File: config.mk
export PLATFORM = sky130hd
export DESIGN_NAME = tvp_parse
export DESIGN_NICKNAME = d
export VERILOG_FILES = /design/src/sv/telnet_vt_input_parser_fifo_core_assert.svh /design/src/sv/tvp_pkg.sv /design/src/sv/tvp_parse.sv
export SDC_FILE = /design/constraint.sdc
export NUM_CORES = 1
export LEC_CHECK = 0
export BUFFER_PORTS_ARGS = -buffer_cell sky130_fd_sc_hd__buf_4
export CAP_MARGIN = 25
export CORE_MARGIN = 10
export CORE_UTILIZATION = 57
export CTS_CLUSTER_SIZE = 16
export DETAILED_ROUTE_END_ITERATION = 10
export GPL_TIMING_DRIVEN = 1
export PLACE_DENSITY = 0.95
export SYNTH_ARGS = -nofsm -noshare
export SYNTH_HDL_FRONTEND = slang
export SYNTH_SLANG_ARGS = --single-unit
File: constraint.sdc
create_clock -name clk -period 4.1 [get_ports clk]
set_input_delay 0.82 -clock clk [delete_from_list [all_inputs] [get_ports clk]]
set_output_delay 0.82 -clock clk [all_outputs]
set_load 0.02 [all_outputs]
File: src/sv/telnet_vt_input_parser_fifo_core_assert.svh
// assertion macros shared by the parser fifo modules
`ifndef TELNET_VT_INPUT_PARSER_FIFO_CORE_ASSERT_SVH
`define TELNET_VT_INPUT_PARSER_FIFO_CORE_ASSERT_SVH

// same-cycle implication, checked on clk, quiet during reset
`define TVP_ASSERT_IMP(lbl, ante, cons, msg) \
  lbl: assert property (@(posedge clk) disable iff (rst) (ante) |-> (cons)) \
    else $error(msg);

// next-cycle implication, checked on clk, quiet during reset
`define TVP_ASSERT_NXT(lbl, ante, cons, msg) \
  lbl: assert property (@(posedge clk) disable iff (rst) (ante) |=> (cons)) \
    else $error(msg);

`endif

File: src/sv/tvp_pkg.sv
// types, constants and byte tables of the telnet parser fifo
`default_nettype none
package tvp_pkg;

  // fifo geometry
  localparam int FIFO_DEPTH = 4096;
  localparam int IDX_W = $clog2(FIFO_DEPTH);
  localparam logic [IDX_W-1:0] IDX_LAST = IDX_W'(FIFO_DEPTH - 1);

  // request kinds
  localparam logic [1:0] KIND_RX      = 2'd0;
  localparam logic [1:0] KIND_POP     = 2'd1;
  localparam logic [1:0] KIND_CONNECT = 2'd2;

  // telnet command bytes
  localparam logic [7:0] B_IAC  = 8'd255;
  localparam logic [7:0] B_DONT = 8'd254;
  localparam logic [7:0] B_DO   = 8'd253;
  localparam logic [7:0] B_WONT = 8'd252;
  localparam logic [7:0] B_WILL = 8'd251;
  localparam logic [7:0] B_SB   = 8'd250;
  localparam logic [7:0] B_SE   = 8'd240;

  // telnet options and qualifiers
  localparam logic [7:0] OPT_ECHO     = 8'd1;
  localparam logic [7:0] OPT_SGA      = 8'd3;
  localparam logic [7:0] OPT_TTYPE    = 8'd24;
  localparam logic [7:0] OPT_LINEMODE = 8'd34;
  localparam logic [7:0] QUAL_IS      = 8'd0;
  localparam logic [7:0] QUAL_SEND    = 8'd1;

  // terminal characters
  localparam logic [7:0] CH_NUL    = 8'h00;
  localparam logic [7:0] CH_LF     = 8'h0a;
  localparam logic [7:0] CH_ESC    = 8'h1b;
  localparam logic [7:0] CH_LBRK   = 8'h5b;
  localparam logic [7:0] CH_GS     = 8'h1d;
  localparam logic [7:0] CH_REMOTE = 8'hb3;
  localparam logic [7:0] CH_UP     = 8'h41;
  localparam logic [7:0] CH_DOWN   = 8'h42;
  localparam logic [7:0] CH_RIGHT  = 8'h43;
  localparam logic [7:0] CH_LEFT   = 8'h44;
  localparam logic [7:0] KEY_UP    = 8'd16;
  localparam logic [7:0] KEY_DOWN  = 8'd14;
  localparam logic [7:0] KEY_RIGHT = 8'd6;
  localparam logic [7:0] KEY_LEFT  = 8'd2;

  // reply sequence lengths, as last step index
  localparam logic [3:0] TTYPE_LAST = 4'd5;
  localparam logic [3:0] NEGO_LAST  = 4'd11;

  typedef enum logic [3:0] {
    PS_TEXT     = 4'd0,
    PS_VT1      = 4'd1,
    PS_VT2      = 4'd2,
    PS_REMOTE   = 4'd3,
    PS_TELNET   = 4'd4,
    PS_IYOU     = 4'd5,
    PS_SB1      = 4'd6,
    PS_SB2      = 4'd7,
    PS_SB_TTYPE = 4'd8,
    PS_NEXT     = 4'd9
  } parse_state_t;

  typedef enum logic [1:0] {
    TX_NONE  = 2'd0,
    TX_TTYPE = 2'd1,
    TX_NEGO  = 2'd2
  } tx_sel_t;

  typedef struct packed {
    logic [1:0] kind;
    logic [7:0] rx_byte;
  } in_item_t;

  typedef struct packed {
    logic       result_kind;
    logic [7:0] data;
    logic       empty_res;
    logic       last;
  } out_item_t;

  // work decoded for one request
  typedef struct packed {
    logic [1:0]      npu;
    logic [2:0][7:0] put_byte;
    tx_sel_t         tx_sel;
    logic            pop;
    logic            upd;
    parse_state_t    ns;
    logic            set_cmd;
    logic            set_opt;
  } plan_t;

  typedef struct packed {
    logic       put;
    logic [7:0] put_data;
    logic       pop;
  } fifo_req_t;

  // bytes of the two transmit sequences
  function automatic logic [7:0] tx_byte(tx_sel_t sel, logic [3:0] idx);
    logic [7:0] b;
    b = 8'd0;
    case (sel)
      TX_TTYPE: begin
        case (idx)
          4'd0: b = B_IAC;
          4'd1: b = B_SB;
          4'd2: b = OPT_TTYPE;
          4'd3: b = QUAL_SEND;
          4'd4: b = B_IAC;
          4'd5: b = B_SE;
          default: b = 8'd0;
        endcase
      end
      TX_NEGO: begin
        case (idx)
          4'd0:  b = B_IAC;
          4'd1:  b = B_DO;
          4'd2:  b = OPT_TTYPE;
          4'd3:  b = B_IAC;
          4'd4:  b = B_WILL;
          4'd5:  b = OPT_ECHO;
          4'd6:  b = B_IAC;
          4'd7:  b = B_WILL;
          4'd8:  b = OPT_SGA;
          4'd9:  b = B_IAC;
          4'd10: b = B_DONT;
          4'd11: b = OPT_LINEMODE;
          default: b = 8'd0;
        endcase
      end
      default: b = 8'd0;
    endcase
    return b;
  endfunction

endpackage
`default_nettype wire

File: src/sv/tvp_parse.sv
// telnet and escape parser: decodes one request and holds the parse state
`default_nettype none
module tvp_parse (
  input  wire logic             clk,
  input  wire logic             rst,
  input  wire tvp_pkg::in_item_t item,
  input  wire logic             mode,
  input  wire logic             commit,
  output tvp_pkg::plan_t        plan
);

  tvp_pkg::parse_state_t parse_state;
  logic [7:0] saved_command;
  logic [7:0] saved_option;
  logic [7:0] c;

  assign c = item.rx_byte;

  // decode the work for the request in front
  always_comb begin
    plan = '0;
    plan.tx_sel = tvp_pkg::TX_NONE;
    plan.ns = parse_state;
    case (item.kind)
      tvp_pkg::KIND_RX: begin
        if (!mode) begin
          plan.npu = 2'd1;
          plan.put_byte[0] = c;
        end else begin
          plan.upd = 1'b1;
          plan.ns = tvp_pkg::PS_TEXT;
          case (parse_state)
            tvp_pkg::PS_VT1: begin
              if (c == tvp_pkg::CH_LBRK) begin
                plan.ns = tvp_pkg::PS_VT2;
              end else begin
                plan.npu = 2'd2;
                plan.put_byte[0] = tvp_pkg::CH_ESC;
                plan.put_byte[1] = c;
              end
            end
            tvp_pkg::PS_VT2: begin
              plan.npu = 2'd1;
              case (c)
                tvp_pkg::CH_UP:    plan.put_byte[0] = tvp_pkg::KEY_UP;
                tvp_pkg::CH_DOWN:  plan.put_byte[0] = tvp_pkg::KEY_DOWN;
                tvp_pkg::CH_RIGHT: plan.put_byte[0] = tvp_pkg::KEY_RIGHT;
                tvp_pkg::CH_LEFT:  plan.put_byte[0] = tvp_pkg::KEY_LEFT;
                default: begin
                  // unknown escape replayed as typed
                  plan.npu = 2'd3;
                  plan.put_byte[0] = tvp_pkg::CH_ESC;
                  plan.put_byte[1] = tvp_pkg::CH_LBRK;
                  plan.put_byte[2] = c;
                end
              endcase
            end
            tvp_pkg::PS_REMOTE: begin
              plan.ns = tvp_pkg::PS_TEXT;
            end
            tvp_pkg::PS_TELNET: begin
              plan.set_cmd = 1'b1;
              if (c inside {tvp_pkg::B_WILL, tvp_pkg::B_WONT, tvp_pkg::B_DO,
                            tvp_pkg::B_DONT}) begin
                plan.ns = tvp_pkg::PS_IYOU;
              end else if (c == tvp_pkg::B_SB) begin
                plan.ns = tvp_pkg::PS_SB1;
              end else if (c == tvp_pkg::B_IAC) begin
                plan.npu = 2'd1;
                plan.put_byte[0] = tvp_pkg::B_IAC;
              end
            end
            tvp_pkg::PS_IYOU: begin
              plan.set_opt = 1'b1;
              if (saved_command == tvp_pkg::B_WILL && c == tvp_pkg::OPT_TTYPE) begin
                plan.tx_sel = tvp_pkg::TX_TTYPE;
              end
            end
            tvp_pkg::PS_SB1: begin
              plan.set_opt = 1'b1;
              plan.ns = tvp_pkg::PS_SB2;
            end
            tvp_pkg::PS_SB2: begin
              if (saved_option == tvp_pkg::OPT_TTYPE && c == tvp_pkg::QUAL_IS) begin
                plan.ns = tvp_pkg::PS_SB_TTYPE;
              end else begin
                plan.ns = tvp_pkg::PS_NEXT;
              end
            end
            tvp_pkg::PS_SB_TTYPE: begin
              plan.ns = tvp_pkg::PS_NEXT;
            end
            tvp_pkg::PS_NEXT: begin
              plan.ns = (c == tvp_pkg::B_IAC) ? tvp_pkg::PS_TELNET : tvp_pkg::PS_NEXT;
            end
            default: begin
              // text state and any stray code
              if (c == tvp_pkg::CH_ESC) begin
                plan.ns = tvp_pkg::PS_VT1;
              end else if (c inside {tvp_pkg::CH_GS, tvp_pkg::CH_REMOTE}) begin
                plan.ns = tvp_pkg::PS_REMOTE;
              end else if (c == tvp_pkg::B_IAC) begin
                plan.ns = tvp_pkg::PS_TELNET;
              end else if (c != tvp_pkg::CH_NUL && c != tvp_pkg::CH_LF) begin
                plan.npu = 2'd1;
                plan.put_byte[0] = c;
              end
            end
          endcase
        end
      end
      tvp_pkg::KIND_POP: begin
        plan.pop = 1'b1;
      end
      tvp_pkg::KIND_CONNECT: begin
        if (mode) begin
          plan.tx_sel = tvp_pkg::TX_NEGO;
          plan.upd = 1'b1;
          plan.ns = tvp_pkg::PS_TELNET;
        end
      end
      default: begin
        plan.upd = 1'b0;
      end
    endcase
  end

  // parse state moves when the request finishes
  always_ff @(posedge clk) begin
    if (rst) begin
      parse_state <= tvp_pkg::PS_TEXT;
      saved_command <= 8'd0;
      saved_option <= 8'd0;
    end else if (commit) begin
      if (plan.upd) begin
        parse_state <= plan.ns;
      end
      if (plan.set_cmd) begin
        saved_command <= c;
      end
      if (plan.set_opt) begin
        saved_option <= c;
      end
    end
  end

endmodule
`default_nettype wire

==> tab_implementation.tex <==
\begin{tabular}{lr}
\hline
Metric & Value \\
\hline
\multicolumn{2}{l}{\textbf{Floorplanning}} \\
Effective utilization at floorplan & 60.5\% \\
Total I/O pin count & 50 \\
Chip height & 77.4 µm \\
Core region area & 3100 µm² \\
Die span in x & 77.4 µm \\
Die Outline Area & 5990 µm² \\
Number of placement rows & 20 \\
\multicolumn{2}{l}{\textbf{Detailed routing}} \\
Average vias per placed instance & 6.65 \\
Post-route antenna net violation count & 0 \\
Drc violations & 0 \\
Number of search-and-repair iterations in the first detailed-routing pass & 6 \\
DR vias & 2155 \\
Iter 0 DRT Violations & 289 \\
Routed Wire Length & 6.00 mm \\
Wire length per cell after detailed routing & 18.5 µm \\
\multicolumn{2}{l}{\textbf{GRT}} \\
Via count of the first global-routing pass & 2008 \\
Initial antenna violation count & 0 \\
Overall fraction of global-route tracks in use & 19.2\% \\
Largest net degree at the start of global routing & 23 \\
GRT Residual Overflow & 0 \\
Wire length of the first global-routing pass & 9.82 mm \\
\multicolumn{2}{l}{\textbf{Critical path}} \\
Cell seen most often among critical-path stages & sky130\_fd\_sc\_hd\_\_buf\_4 \\
Cells traversed along the worst timing path & buf\_4 -> or3b\_1 -> nor3\_2 -> nor2\_1 -> o21ai\_1 -> a21boi\_1 -> buf\_4 \\
Largest stage delay on the critical path & 0.58 ns \\
Delay-heaviest family, CP & simple AND/OR/NAND/NOR gates \\
Critical path endpoint category & primary output \\
Launching instance or port of the critical path & item[9] \\
Worst-path fanout max & 9 \\
Path type of the worst setup path & in2out \\
Total buffers and inverters traversed by the critical path & 2 \\
Worst endpoint required time & 3.28 ns \\
Element type at the critical path start & input pin \\
Worst flop-to-flop path startpoint & parse\_state[1] \\
Data arrival time of the worst path & roughly 2.6 ns \\
Master of the slowest instance on the critical path & sky130\_fd\_sc\_hd\_\_or3b\_1 \\
\multicolumn{2}{l}{\textbf{Yosys}} \\
Distinct cells, synth & 69 \\
Number of enable-type register cells in the synthesized netlist & 0 \\
Cell count after synthesis & 246 \\
Synthesized netlist net count & 260 \\
Multiplexer area fraction after synthesis & 8.53\% \\
Leading cell types by total area after synthesis & sky130\_fd\_sc\_hd\_\_dfxtp\_1 21\%, sky130\_fd\_sc\_hd\_\_mux2i\_1 8.5\%, sky130\_fd\_sc\_hd\_\_nor2\_1 7.0\% \\
Simple logic cell fraction of the synthesized area & a little over 40\% \\
Area share of the largest cell type after synthesis & around a fifth \\
Area share of fa/ha/maj cells after synthesis & 0\% \\
Synthesis Warnings & 0 \\
Total standard cell area after synthesis & 1880 µm² \\
Flop and latch count out of synthesis & 20 \\
Share of synthesized flip-flops with an asynchronous set or reset & 0\% \\
Share of synthesized area occupied by flip-flops and latches & 21.3\% \\
Mean instance size in the synthesized netlist & around 7.6 µm² \\
Post-synthesis compound-gate area fraction & 21.3\% \\
Largest family of logic cells by synthesized area & simple AND/OR/NAND/NOR gates \\
Dominant register cell in the synthesized netlist & sky130\_fd\_sc\_hd\_\_dfxtp\_1 \\
Xor/xnor share of the synthesized area & 2.33\% \\
Cell accounting for the most synthesized area & sky130\_fd\_sc\_hd\_\_dfxtp\_1 \\
\multicolumn{2}{l}{\textbf{Place}} \\
Placer Congestion & 0.981 \\
Dpl ws & 0.716 ns \\
Placed instance count & 320 \\
Placement-stage cell area & 2210 µm² \\
Number of buffer cells added on primary ports & 49 \\
DP HPWL & between 4 and 5 mm \\
\multicolumn{2}{l}{\textbf{Cells and area}} \\
Design Area, Final & 2260 µm² \\
Commonest cells after routing, fill and taps aside & 49 x sky130\_fd\_sc\_hd\_\_buf\_4, 35 x sky130\_fd\_sc\_hd\_\_nor2\_1, 21 x sky130\_fd\_sc\_hd\_\_nand2\_1 \\
Fillers & 255 \\
Diodes inserted & 0 \\
Final cell count without fillers & around 320 \\
Final \#Nets & 295 \\
Share of final-layout standard cells stronger than drive strength 1 & 25.7\% \\
Post-synthesis to final-layout area growth & 20.4\% \\
Most common cell after layout, fill and taps aside & sky130\_fd\_sc\_hd\_\_buf\_4 \\
\multicolumn{2}{l}{\textbf{STA}} \\
Highest clock frequency the design can meet & 293 MHz \\
Tightest slew margin relative to the limit & 57.8\% \\
Total Neg Setup Slack & 0 ns \\
Slew at the pin closest to its max-slew limit & 0.627 ns \\
Setup repair after global routing missed its margin & no \\
Final worst clock skew & 0.00759 ns \\
Setup Viol. Count Final & 0 \\
Fraction of the cycle the final worst path needs & 83.2\% \\
Final Slew Violations & 0 \\
Smallest setup slack after layout & 0.687 ns \\
Hold violation count in the final report & 0 \\
Crit path time final & 3.41 ns \\
\multicolumn{2}{l}{\textbf{Clock network}} \\
Setup repair bufs after CTS & 0 \\
CTS tree & yes \\
Hold-fix buffers, CTS & 0 \\
Number of buffers inserted during clock tree synthesis & 3 \\
Clock sinks & 20 \\
Resized cells post-CTS & 0 \\
Clock latency reported for the late side of the worst-skew pair & just over 0.3 ns \\
CTS clock-pin slew for the worst setup and hold paths & 0.11 ns \\
Deepest clock path buffer count & 2 \\
Depth of the CTS H-tree & 1 \\
Clock tree root buffer cell & sky130\_fd\_sc\_hd\_\_clkbuf\_4 \\
\multicolumn{2}{l}{\textbf{Hold path}} \\
Worst Hold Class & reg2reg \\
Origin of the worst min-delay path & saved\_command[2] \\
\multicolumn{2}{l}{\textbf{Flow run}} \\
\# Max-Cap Violations & 0 \\
\multicolumn{2}{l}{\textbf{Power and ir drop}} \\
Maximum ir drop on the vdd rail & roughly 0.00019 V \\
Leakage & 0.00101 µW \\
Power Dens Cells & 209 nW/µm² \\
\multicolumn{2}{l}{\textbf{Outcome}} \\
Status & completed \\
\hline
\end{tabular}
final timing paths:
kind | to | slack, ns | cells past startpoint
worst max-delay path | plan[14] | 0.69 | 7
worst min-delay path | saved_command[2] | 0.50 | 2
worst max register to register | saved_command[0] | 1.99 | 5
worst min register to register | saved_command[2] | 0.50 | 2
power by group:
part | internal, µW | switching, µW
sequential | 195 | 1.93
combinational | 42.3 | 71.0
clock | 98.9 | 62.3
tightest hold or removal path, delay by kind of cell, from the launching register on:
| kind | cells | cell delay (ns) |
|---|---|---|
| DFF | 1 | 0.34 |
| and+or+nand+nor | 1 | 0.07 |
| muxes | 1 | 0.06 |
flip-flops by register name (all words and copies together), names as in the netlist:
register       flops
saved_command      8
saved_option       8
parse_state        4
cell families (layout without fill, tap and decap cells):
kind of cell              count (synthesis)  count (layout)
buffers and inverters                    24              58
and+or+nand+nor                         128             128
AOI/OAI and AO/OA                        53              53
muxes                                    16              16
DFF                                      20              20
xor gates and xnor gates                  5               5
cell usage after synthesis, types with 5 or more instances:
| cell | n |
|---|---|
| sky130_fd_sc_hd__nor2_1 | 35 |
| sky130_fd_sc_hd__nand2_1 | 21 |
| sky130_fd_sc_hd__dfxtp_1 | 20 |
| sky130_fd_sc_hd__mux2i_1 | 16 |
| sky130_fd_sc_hd__a21oi_1 | 12 |
| sky130_fd_sc_hd__clkbuf_1 | 11 |
| sky130_fd_sc_hd__nand3_1 | 9 |
| sky130_fd_sc_hd__and3_1 | 8 |
| sky130_fd_sc_hd__and2_1 | 7 |
| sky130_fd_sc_hd__nor3_1 | 7 |
| sky130_fd_sc_hd__buf_2 | 5 |
| sky130_fd_sc_hd__inv_1 | 5 |
| sky130_fd_sc_hd__o21a_1 | 5 |
| sky130_fd_sc_hd__xnor2_1 | 5 |
final cells by class:
class                   instances  area [µm²]  area share, %
flip-flops and latches         20         400           17.7
clock inverters                 1        30.0           1.33
inverters                       5        18.8          0.830
well taps                      44        55.1           2.43
repair buffers                 49         368           16.3
clock buffers                   3        22.5          0.996
multi-input cells             202        1370           60.4
layer usage:
| layer | vias to the layer above | wire (µm) | GRT usage [%] |
|---|---|---|---|
| met2 | 147 | 2920 | 31.9 |
| met5 | - | 0 | 0 |
| met1 | 996 | 2300 | 22.3 |
| met4 | 0 | 249 | 11.1 |
| met3 | 35 | 519 | 3.80 |
| li1 | 977 | - | - |
through the flow:
step | util, % | power (µW) | hold slack (ns)
after global routing | 72.9 | 487 | 0.526
after global placement | 71.2 | 310 | 0.470
after floorplan | - | 273 | 0.455
after detailed placement | 71.2 | 312 | 0.480
final | 72.9 | 471 | 0.501
after CTS | 72.9 | 470 | 0.506
Power figures use the tool's default switching activity.
